<file path="src/sv/rsz_fifo.sv">
module rsz_fifo #(
   parameter int WIDTH = 8,
   parameter int DEPTH = 4
) (
   input  logic             clock,
   input  logic             reset,
   input  logic             push_valid,
   output logic             push_ready,
   input  logic [WIDTH-1:0] push_data,
   output logic             pop_valid,
   input  logic             pop_ready,
   output logic [WIDTH-1:0] pop_data
);

   localparam int PW = $clog2(DEPTH);
   localparam int CW = $clog2(DEPTH + 1);

   logic [WIDTH-1:0] mem_ff [DEPTH];
   logic [PW-1:0]    wr_ptr_ff, wr_ptr_in;
   logic [PW-1:0]    rd_ptr_ff, rd_ptr_in;
   logic [CW-1:0]    count_ff, count_in;
   logic             push, pop;

   assign push_ready = (count_ff != CW'(DEPTH));
   assign pop_valid  = (count_ff != '0);
   assign pop_data   = mem_ff[rd_ptr_ff];
   assign push       = push_valid && push_ready;
   assign pop        = pop_valid && pop_ready;

   always_comb begin
      wr_ptr_in = wr_ptr_ff;
      rd_ptr_in = rd_ptr_ff;
      count_in  = count_ff;
      if (push) begin
         wr_ptr_in = (wr_ptr_ff == PW'(DEPTH - 1)) ? '0 : wr_ptr_ff + PW'(1);
      end
      if (pop) begin
         rd_ptr_in = (rd_ptr_ff == PW'(DEPTH - 1)) ? '0 : rd_ptr_ff + PW'(1);
      end
      if (push && !pop) begin
         count_in = count_ff + CW'(1);
      end else if (pop && !push) begin
         count_in = count_ff - CW'(1);
      end
   end

   always_ff @(posedge clock) begin
      if (reset) begin
         wr_ptr_ff <= '0;
         rd_ptr_ff <= '0;
         count_ff  <= '0;
      end else begin
         wr_ptr_ff <= wr_ptr_in;
         rd_ptr_ff <= rd_ptr_in;
         count_ff  <= count_in;
      end
   end

   always_ff @(posedge clock) begin
      if (push) begin
         mem_ff[wr_ptr_ff] <= push_data;
      end
   end

endmodule

</file>
<file path="config.mk">
export PLATFORM = sky130hd
export DESIGN_NAME = rsz_fifo
export DESIGN_NICKNAME = d
export VERILOG_FILES = /design/src/sv/rsz_fifo.sv
export SDC_FILE = /design/constraint.sdc
export NUM_CORES = 1
export LEC_CHECK = 0
export ABC_AREA = 1
export BUFFER_PORTS_ARGS = -buffer_cell sky130_fd_sc_hd__buf_2
export CAP_MARGIN = 5
export CORE_UTILIZATION = 50
export DETAILED_ROUTE_END_ITERATION = 10
export HOLD_SLACK_MARGIN = 0.03
export PLACE_DENSITY = 0.73
export SYNTH_ARGS = -nofsm -noshare
export SYNTH_HDL_FRONTEND = slang
export SYNTH_SLANG_ARGS = --single-unit
</file>
<file path="constraint.sdc">
create_clock -name clock -period 1.7 [get_ports clock]
set_input_delay 0.34 -clock clock [delete_from_list [all_inputs] [get_ports clock]]
set_output_delay 0.34 -clock clock [all_outputs]
set_load 0.05 [all_outputs]
</file>
==> impl_metrics.py <==
metrics = {
    "synth": {
        "synth-seq-cells": 41,
        "syn_avg_cell_area_um2": 11.70,
        "syn_inst": 145,
        "synth-seq-area-share_pct": 67.26,
        "synth_top_cell_by_area": "edfxtp_1",
        "synth_top_area_share_pct": 56.64,
        "synth_area_um2": 1697,
        "yosys_warnings": 0,
        "synth_cell_types": 20,
        "netlist_top_cells_area": "edfxtp_1 (57%), dfxtp_1 (11%), nor2_1 (7.1%)",
        "syn_nets": 164,
    },
    "power": {
        "irDropWorstVdd_mv": 1.097,
        "switchingPower_uw": 1634,
        "power_density_nw_per_um2": 1770,
        "pwr-share-seq_pct": 34.8,
        "power_leakage_uw": 0.0008884,
        "swShare_pct": 41.33,
        "pwr-share-clk_pct": 15.4,
        "p_int_uw": 2321,
        "combPwrFrac_pct": 49.8,
    },
    "worst_setup_path": {
        "crit_family": "flip-flops",
        "crit_fanout": 6,
        "path_buf_inv": 2,
        "slowest_stage": "dfxtp_4",
        "timing.critical_path.from_type": "flip-flop",
        "required_ns": 1.36,
        "crit_arrival_ns": 1.35,
        "end_kind": "output pin",
        "crit_type": "flip-flop to output pin",
        "crit_path_cell_trace": "buf_6 > o21ai_2 > o22ai_2 > buf_6",
        "max_stage_delay_ns": 0.43,
        "path_common_cell": "buf_6",
        "rr_startpoint": "count_ff[0]",
    },
    "clock_tree": {
        "cts-hold-fix-buffers": 0,
        "ctsRootBufferMaster": "clkbuf_4",
        "cts.htree.levels": 2,
        "cts_buffers": 5,
        "cts_tree": "yes",
        "clock_path_buffers": 2,
        "clk_pin_slew_ns": 0.11,
        "cts_num_sinks": 41,
        "clkLatencyLatePin_ns": 0.35,
    },
    "global_route": {
        "grt_use_total_pct": 21.21,
        "grt_max_degree": 17,
        "grt_overflow_total": 0,
        "antenna_found_initial": 0,
        "grt_pass1_wl_um": 5285,
        "first_global_vias": 1151,
    },
    "routing": {
        "detail-route-antenna-nets": 0,
        "avgViaCountPerCell": 5.217,
        "vias": 1200,
        "drc": 0,
        "firstDrtPassIters": 4,
        "drt_iter0_drc": 32,
        "wl_per_cell_um": 14.44,
        "drt_wl_total_um": 3322,
    },
    "timing": {
        "setup_viol_count_final": 0,
        "relSlewSlack_pct": 83.57,
        "period_needed_ns": 1.690,
        "hold_viol_final": 0,
        "timing.final.ws_setup_ns": 0.01030,
        "worstMarginPinSlew_ns": 0.2481,
        "fmax_mhz": 591.8,
        "skew_ns": 0.008350,
        "fin_setup_tns_ns": 0,
        "holdWs_ns": 0.1438,
        "grt_setup_unrepaired": "true",
        "drv_slew": 0,
        "period_share_pct": 99.39,
    },
    "placed_design": {
        "dpl.hpwl_um": 2192,
        "gp_congestion": 0.8108,
        "place_ws_ns": 0.02935,
        "io_buffers": 21,
    },
    "run_status": {
        "status": "completed",
    },
    "min_path": {
        "hold_path_class": "input port to flip-flop",
        "worstHoldStart": "reset",
    },
    "die": {
        "fp.dieH_um": 60.25,
        "io_pins": 22,
        "start_util_pct": 54.24,
        "coreArea_um2": 3128,
        "die_w_um": 60.25,
        "dieArea_um2": 3630,
        "fp-row-count": 20,
    },
    "flow_run": {
        "drv_cap": 0,
    },
    "finish": {
        "antenna_cells": 0,
        "final_layout_size_suffix_gt1_share_pct": 41.40,
        "layout.nets": 204,
        "fin_util_pct": 71.44,
        "final.fill_count": 229,
        "area_growth_pct": 31.71,
    },
}
-- cells in the mapped netlist --
master,instances
edfxtp_1,32
nor2_1,32
inv_1,15
o21ai_0,13
nand2_1,11
dfxtp_1,9
o22ai_1,8
ha_1,6
nand2_2,3
o21ai_2,3
a21oi_1,2
buf_6,2
nand3b_1,2
fa_1,1
inv_2,1
nand3_1,1
nand4_1,1
nor2_2,1
o21ai_1,1
xor2_1,1
-- per-stage QoR --
step	power, uW	area [um2]	std cells
finish	3955	2235	230
global route	4170	2235	230
detailed placement	2972	1992	216
CTS	3792	2138	226
floorplan	2604	1794	145
global placement	2915	1992	216
-- flip-flops by register name, indices dropped and copies added, names as in the netlist, named ones only --
signal	cells
mem_ff	32
count_ff	3
rd_ptr_ff	2
wr_ptr_ff	2
-- final timing paths --
check | cells after the start | slack [ns] | end
hold reg to reg | 2 | 0.55 | flip-flop
hold / removal | 2 | 0.14 | count_ff[0]
setup reg to reg | 10 | 0.03 | count_ff[2]
setup / recovery | 4 | 0.01 | pop_data[4]
-- cells in the final DEF, fill, tap and decap left out, types with 2 or more instances in the layout --
cell type,Yosys,final
nand2_4,0,4
o22ai_2,0,8
inv_2,1,2
inv_1,15,11
nand2_2,3,2
o21ai_2,3,8
buf_6,2,10
buf_4,0,11
ha_1,6,5
inv_4,0,2
o21ai_1,1,5
dfxtp_1,9,5
edfxtp_1,32,32
dfxtp_4,0,4
buf_2,0,13
nand3b_1,2,2
o21ai_0,13,3
nand2_1,11,8
nor2_1,32,31
clkbuf_4,0,5
a21oi_1,2,2
-- layout make-up --
cell class | instances | area [um2] | share of cell area, %
Sequential cell | 41 | 1156 | 51.74
Clock inverter | 2 | 33.78 | 1.512
Clock buffer | 6 | 41.29 | 1.848
Timing Repair Buffer | 35 | 275.3 | 12.32
Multi-Input combinational cell | 86 | 603.1 | 26.99
Tap cell | 44 | 55.05 | 2.464
Inverter | 16 | 70.07 | 3.136
-- power groups by stage --
stage                     combinational (uW)  clock (uW)  sequential, uW
after floorplan                         1240           0            1360
after global placement                  1550           0            1370
after detailed placement                1590           0            1380
after CTS                               1800         622            1370
after global routing                    2120         656            1390
final                                   1970         609            1380
-- cells by family after synthesis --
family                   synth area share (%)
AND/OR/NAND/NOR                         12.54
flip-flops                              67.26
AO/OA/AOI/OAI                           9.218
buffers and inverters                   4.867
adder cells (fa/ha/maj)                 5.605
XOR/XNOR                               0.5163
-- layer usage --
layer  track usage (%)  wire length [um]  share of wire, %
met5                 0                 0                 0
met4             8.306                46               1.4
met3             8.874               212               6.4
met2             35.95              1759                53
met1             23.37              1303                39
-- repair_timing --
item | in CTS | in global routing
gates resized for setup | 27 | 24
pin swaps | 1 | 18
setup endpoints to repair | 9 | 10
buffers inserted | 2 | 4
Power figures use the tool's default switching activity.
