===== src/sv/rsz_pkg.sv =====
package rsz_pkg;

   localparam int DEF_MAX_IN_WIDTH  = 1024;
   localparam int DEF_MAX_IN_HEIGHT = 128;
   localparam int DEF_MAX_OUT_SIDE  = 1024;

   localparam int CHANNELS    = 3;
   localparam int PIX_W       = CHANNELS * 8;
   localparam int QUEUE_DEPTH = 4;

   localparam logic [25:0] STEP_RESET = 26'd65536;

   typedef enum logic [2:0] {
      CSR_IN_WIDTH,
      CSR_IN_HEIGHT,
      CSR_OUT_WIDTH,
      CSR_OUT_HEIGHT,
      CSR_X_STEP,
      CSR_Y_STEP
   } csr_index_type;

   typedef struct packed {
      logic [10:0] in_width;
      logic [7:0]  in_height;
      logic [10:0] out_width;
      logic [10:0] out_height;
      logic [25:0] x_step;
      logic [25:0] y_step;
   } cfg_type;

   // flags, two source rows, two source columns, two fractions, one pixel
   function automatic int entry_width(input int xw, input int yw);
      return 3 + 2 * yw + 2 * xw + 32 + PIX_W;
   endfunction

endpackage


===== src/sv/rsz_front.sv =====
module rsz_front #(
   parameter int MAX_IN_WIDTH  = rsz_pkg::DEF_MAX_IN_WIDTH,
   parameter int MAX_IN_HEIGHT = rsz_pkg::DEF_MAX_IN_HEIGHT,
   parameter int MAX_OUT_SIDE  = rsz_pkg::DEF_MAX_OUT_SIDE,
   parameter int ENTRY_W       = rsz_pkg::entry_width($clog2(MAX_IN_WIDTH),
                                                      $clog2(MAX_IN_HEIGHT))
) (
   input  logic                clock,
   input  logic                reset,
   input  rsz_pkg::cfg_type    cfg,
   input  logic                req_valid,
   output logic                req_ready,
   input  logic                req_mode,
   input  logic [9:0]          req_row,
   input  logic [9:0]          req_col,
   input  logic [7:0]          req_blue,
   input  logic [7:0]          req_green,
   input  logic [7:0]          req_red,
   output logic                push_valid,
   input  logic                push_ready,
   output logic [ENTRY_W-1:0]  push_data
);

   localparam int XW = $clog2(MAX_IN_WIDTH);
   localparam int YW = $clog2(MAX_IN_HEIGHT);

   typedef struct packed {
      logic                      is_read;
      logic                      in_range;
      logic                      second;
      logic [YW-1:0]             r0;
      logic [YW-1:0]             r1;
      logic [XW-1:0]             ca;
      logic [XW-1:0]             cb;
      logic [15:0]               dx;
      logic [15:0]               dy;
      logic [rsz_pkg::PIX_W-1:0] pixel;
   } entry_type;

   logic                      s1_valid_ff, s1_valid_in;
   logic                      s1_mode_ff;
   logic [9:0]                s1_row_ff, s1_col_ff;
   logic [rsz_pkg::PIX_W-1:0] s1_pix_ff;
   logic [35:0]               s1_sx_ff, s1_sy_ff, sx_in, sy_in;

   logic [XW-1:0]  inw_m1, ca_calc, cb_calc;
   logic [YW-1:0]  inh_m1, r0_calc, r1_calc;
   logic [10:0]    outw, outh, row11, col11;
   logic [19:0]    ix, iy;
   logic           in_range, load_ok, hcopy, second, needs_push, s1_done, accept;
   entry_type      ent;

   assign accept = req_valid && req_ready;
   assign sx_in  = req_col * cfg.x_step;
   assign sy_in  = req_row * cfg.y_step;

   // effective sizes
   assign inw_m1 = (cfg.in_width == '0) ? '0 :
                   (32'(cfg.in_width) > MAX_IN_WIDTH) ? XW'(MAX_IN_WIDTH - 1) :
                   XW'(cfg.in_width - 11'd1);
   assign inh_m1 = (cfg.in_height == '0) ? '0 :
                   (32'(cfg.in_height) > MAX_IN_HEIGHT) ? YW'(MAX_IN_HEIGHT - 1) :
                   YW'(cfg.in_height - 8'd1);
   assign outw = (32'(cfg.out_width) > MAX_OUT_SIDE) ? 11'(MAX_OUT_SIDE) : cfg.out_width;
   assign outh = (32'(cfg.out_height) > MAX_OUT_SIDE) ? 11'(MAX_OUT_SIDE) : cfg.out_height;

   assign row11 = 11'(s1_row_ff);
   assign col11 = 11'(s1_col_ff);

   assign in_range = (row11 < outh) && (col11 < outw);
   assign load_ok  = (32'(s1_row_ff) <= 32'(inh_m1)) && (32'(s1_col_ff) <= 32'(inw_m1));
   assign hcopy    = (col11 + 11'd1 == outw) || (inw_m1 == '0);
   assign second   = !((row11 + 11'd1 == outh) || (inh_m1 == '0));

   // source indices saturate at the last column or row
   assign ix      = s1_sx_ff[35:16];
   assign iy      = s1_sy_ff[35:16];
   assign ca_calc = (ix > 20'(inw_m1)) ? inw_m1 : ix[XW-1:0];
   assign cb_calc = (ix >= 20'(inw_m1)) ? inw_m1 : ix[XW-1:0] + XW'(1);
   assign r0_calc = (iy > 20'(inh_m1)) ? inh_m1 : iy[YW-1:0];
   assign r1_calc = (iy >= 20'(inh_m1)) ? inh_m1 : iy[YW-1:0] + YW'(1);

   always_comb begin
      ent          = '0;
      ent.is_read  = s1_mode_ff;
      ent.pixel    = s1_pix_ff;
      if (s1_mode_ff) begin
         ent.in_range = in_range;
         ent.second   = second;
         ent.r0       = r0_calc;
         ent.r1       = r1_calc;
         ent.dy       = s1_sy_ff[15:0];
         if (hcopy) begin
            ent.ca = inw_m1;
            ent.cb = inw_m1;
            ent.dx = '0;
         end else begin
            ent.ca = ca_calc;
            ent.cb = cb_calc;
            ent.dx = s1_sx_ff[15:0];
         end
      end else begin
         ent.r0 = YW'(s1_row_ff);
         ent.ca = XW'(s1_col_ff);
      end
   end

   assign needs_push  = s1_mode_ff || load_ok;
   assign push_valid  = s1_valid_ff && needs_push;
   assign push_data   = ent;
   assign s1_done     = s1_valid_ff && (push_ready || !needs_push);
   assign req_ready   = !s1_valid_ff || s1_done;
   assign s1_valid_in = accept || (s1_valid_ff && !s1_done);

   always_ff @(posedge clock) begin
      if (reset) begin
         s1_valid_ff <= 1'b0;
      end else begin
         s1_valid_ff <= s1_valid_in;
      end
   end

   always_ff @(posedge clock) begin
      if (accept) begin
         s1_mode_ff <= req_mode;
         s1_row_ff  <= req_row;
         s1_col_ff  <= req_col;
         s1_pix_ff  <= {req_red, req_green, req_blue};
         s1_sx_ff   <= sx_in;
         s1_sy_ff   <= sy_in;
      end
   end

endmodule


===== config.mk =====
export PLATFORM = sky130hd
export DESIGN_NAME = rsz_front
export DESIGN_NICKNAME = d
export VERILOG_FILES = /design/src/sv/rsz_pkg.sv /design/src/sv/rsz_front.sv
export SDC_FILE = /design/constraint.sdc
export NUM_CORES = 1
export LEC_CHECK = 0
export BUFFER_PORTS_ARGS = -buffer_cell sky130_fd_sc_hd__buf_4
export CELL_PAD_IN_SITES_DETAIL_PLACEMENT = 0
export CELL_PAD_IN_SITES_GLOBAL_PLACEMENT = 2
export CORE_UTILIZATION = 35
export DETAILED_ROUTE_END_ITERATION = 8
export HOLD_SLACK_MARGIN = 0.06
export PLACE_DENSITY_LB_ADDON = 0.1
export SLEW_MARGIN = 20
export SYNTH_ARGS = -nofsm -noshare
export SYNTH_HDL_FRONTEND = slang
export SYNTH_SLANG_ARGS = --single-unit

===== constraint.sdc =====
create_clock -name clock -period 6.4 [get_ports clock]
set_clock_uncertainty 0.2 [all_clocks]
set_input_delay 1.28 -clock clock [delete_from_list [all_inputs] [get_ports clock]]
set_output_delay 1.28 -clock clock [all_outputs]
set_load 0.005 [all_outputs]

==> results.yml <==
outcome:
  run_status: "complete, no violations"
global_route:
  grt_usage_pct: 20.1
  grt_antenna_before_repair: 0
  grt_pass1_wl_um: 110000
  grt_start_max_net_pins: 46
  grt_pass1_vias: 20900
  grt_overflow: 0
cts:
  cts_max_level: 4
  cts_tree: "built"
  clkSinkCount: 118
  cts_buffer_depth: 2
  numCtsBuffers: 17
  clk_pin_slew_worst_paths_ns: 0.06
  cts_root_buffer: "clkbuf_16"
  clk_latency_ns: 0.46
die:
  num_rows: 95
  dieWidth_um: 263
  ios: 237
  start_util_pct: 35.4
  dieArea_mm2: 0.0691
  fp.dieH_um: 263
  core_mm2: 0.0673
placement:
  gp_congestion: 0.848
  dp_hpwl_um: 56800
  port_buffers: 236
  post-place-cells: 3894
synthesis:
  syn_area_mm2: 0.0238
  synth_warnings: 0
  netlist_top_cells_count: "inv_1 (419), fa_1 (380), nand2_1 (317), and2_1 (300), ha_1 (203)"
  async_flop_share_pct: 0
  synth_edf_count: 117
  syn-mean-instance-area_um2: 9.15
  yosys.area.top_type: "fa_1"
  synthTopCellsByArea: "fa_1 (32%), edfxtp_1 (15%), ha_1 (11%), and2_1 (7.9%), inv_1 (6.6%)"
  synth_top_area_share_pct: 31.9
  yosysSeqAreaShare_pct: 14.8
  synth.most_common_cell: "inv_1"
  ys_types: 82
  ys_ff_latch: 118
  synth_cells: 2603
  synth_flop_cell: "edfxtp_1"
  syn-num-nets: 3328
route:
  route.vias.total: 19300
  post_drt_wl_per_cell_um: 17.2
  dr.pass1.iters: 5
  detail-route-antenna-nets: 0
  drc: 0
  wl_um: 67500
  drt_iter0_markers: 794
  via_per_inst: 4.91
power_and_ir_drop:
  p_int_uw: 8340
  comb_power_share_pct: 82.0
  seq_power_share_pct: 11.3
  p_sw_share_pct: 45.6
  peakVddDrop_mv: 0.415
  p_leak_uw: 0.0146
  p_clk_share_pct: 6.6
  total_power_uw: 15300
  p_per_area_mw_per_mm2: 512
  p_sw_uw: 6980
critical_path:
  startpoint_type: "input port"
  path_buf_inv: 4
  crit_path_frequent_cell: "ha_4"
  crit_slowest_cell: "or4b_4"
  cp.required_ns: 4.92
  worstPathArrival_ns: 4.81
  path_delay_family: "simple AND/OR/NAND/NOR gates"
  slowest_delay_ns: 0.51
  cp-end-kind: "output port"
  critPathMaxFanout: 8
  critPathKind: "input port to output port"
  path_cells: "buf_8 -> inv_4 -> ha_4 -> or4b_4 -> nor4_4 -> o21ai_2 -> inv_2 -> ha_4 -> nor2b_1 -> o211ai_1 -> a21oi_2 -> nor4bb_2 -> nand2b_4 -> nand3_4 -> mux2i_4 -> mux2_4 -> buf_6"
worst_hold_path:
  min-delay-path-class: "flop to flop"
cells_and_area:
  areaGrowthSynthToFinish_pct: 25.7
  diodes: 0
  final_cells: 3935
  nNetsFinal: 3775
  drive_gt1_share_pct: 23.4
sta:
  worst_slew_pin_slew_ns: 0.884
  fin_crit_sh_pct: 98.3
  max_freq_ghz: 0.159
  setup-tns-final_ns: 0
  fin_crit_ns: 6.29
  maxSlewViolCount: 0
  slew_headroom_pct: 41.1
  setup_violations: 0
  hold_viol_final: 0
flow_run:
  drv_cap: 0
[area by class of cell]
cell class | instances | area (µm²)
clock buffers | 17 | 425
clock inverters | 14 | 184
flip-flops and latches | 118 | 3530
well taps | 873 | 1090
fillers | 6706 | 37300
repair buffers | 555 | 4390
multi-input cells | 1939 | 18700
inverters | 419 | 1580
[logic make-up (layout without fill, tap and decap cells)]
family / after synthesis / count (layout) / synth area share (%)
AND/OR/NAND/NOR: 911 / 912 / 19.9
adder cells (fa/ha/maj): 583 / 583 / 42.6
buffers and inverters: 547 / 1005 / 8.78
AO/OA/AOI/OAI: 323 / 323 / 9.20
flip-flops: 118 / 118 / 14.8
XOR/XNOR: 98 / 98 / 3.66
multiplexers: 23 / 23 / 1.00
[state kept, by name, summed over array words and instances, names as in the netlist]
register	count
s1_pix_ff	24
s1_row_ff	10
s1_col_ff	10
s1_sy_ff	36
s1_sx_ff	36
s1_valid_ff	1
s1_mode_ff	1
[power groups by stage]
| stage | Sequential [µW] | Combinational [µW] | Clock, µW |
|---|---|---|---|
| after floorplan | 1650 | 7460 | 0 |
| after global placement | 1740 | 12000 | 0 |
| after detailed placement | 1740 | 12100 | 0 |
| after CTS | 1730 | 12200 | 1060 |
| after global routing | 1760 | 14100 | 1080 |
| final | 1730 | 12600 | 1020 |
[tightest hold or removal path, cell delays in order (launching register included)]
cell	delay (ns)
dfxtp_1	0.32
a32o_1	0.23
nand2b_1	0.12
a21oi_1	0.08
[per-stage QoR]
step / worst slack, ns / cell area, µm² / hold WS (ns) / util, %
global route: -0.0464 / 29900 / 0.651 / 44.5
global placement: -0.577 / 28700 / 0.590 / 42.7
detailed placement: -0.631 / 28700 / 0.588 / 42.7
floorplan: -0.206 / 24100 / 0.511 / -
finish: 0.112 / 29900 / 0.596 / 44.5
CTS: 0.00401 / 29300 / 0.614 / 43.6
[layout by cell type, fill, tap and decap left out, types with 31 or more instances in the layout]
| cell type | synthesis | layout |
|---|---|---|
| and2_1 | 300 | 292 |
| xnor2_1 | 70 | 70 |
| o21ai_0 | 54 | 45 |
| fa_1 | 380 | 373 |
| nor2_1 | 77 | 75 |
| a21oi_1 | 89 | 80 |
| buf_4 | 2 | 527 |
| edfxtp_1 | 117 | 117 |
| nand3_1 | 40 | 39 |
| nand2b_1 | 32 | 31 |
| ha_1 | 203 | 190 |
| a21o_1 | 34 | 34 |
| nand2_1 | 317 | 313 |
| inv_1 | 419 | 413 |
[final timing paths]
| check | start | end | slack (ns) | depth (start not counted) |
|---|---|---|---|---|
| min reg2reg | s1_valid_ff | s1_valid_ff | 0.60 | 3 |
| max | cfg[83] | push_data[74] | 0.11 | 17 |
| max reg2reg | s1_col_ff[4] | s1_sx_ff[11] | 2.94 | 9 |
| min | s1_valid_ff | s1_valid_ff | 0.60 | 3 |
[what timing repair did]
action | CTS | global route
buffers inserted | 0 | 9
pin swaps | 1 | 45
endpoints found under the setup margin | 10 | 45
gates resized for setup | 8 | 117
cloned | 0 | 1
hold buffers | 0 | 0
[metal layers]
layer,wire length (µm),track usage (%)
met4,775,4.06
met5,0,0
met1,32400,27.9
met3,2320,2.56
met2,32000,33.4
Note: power is estimated with default switching activity, not from simulation.
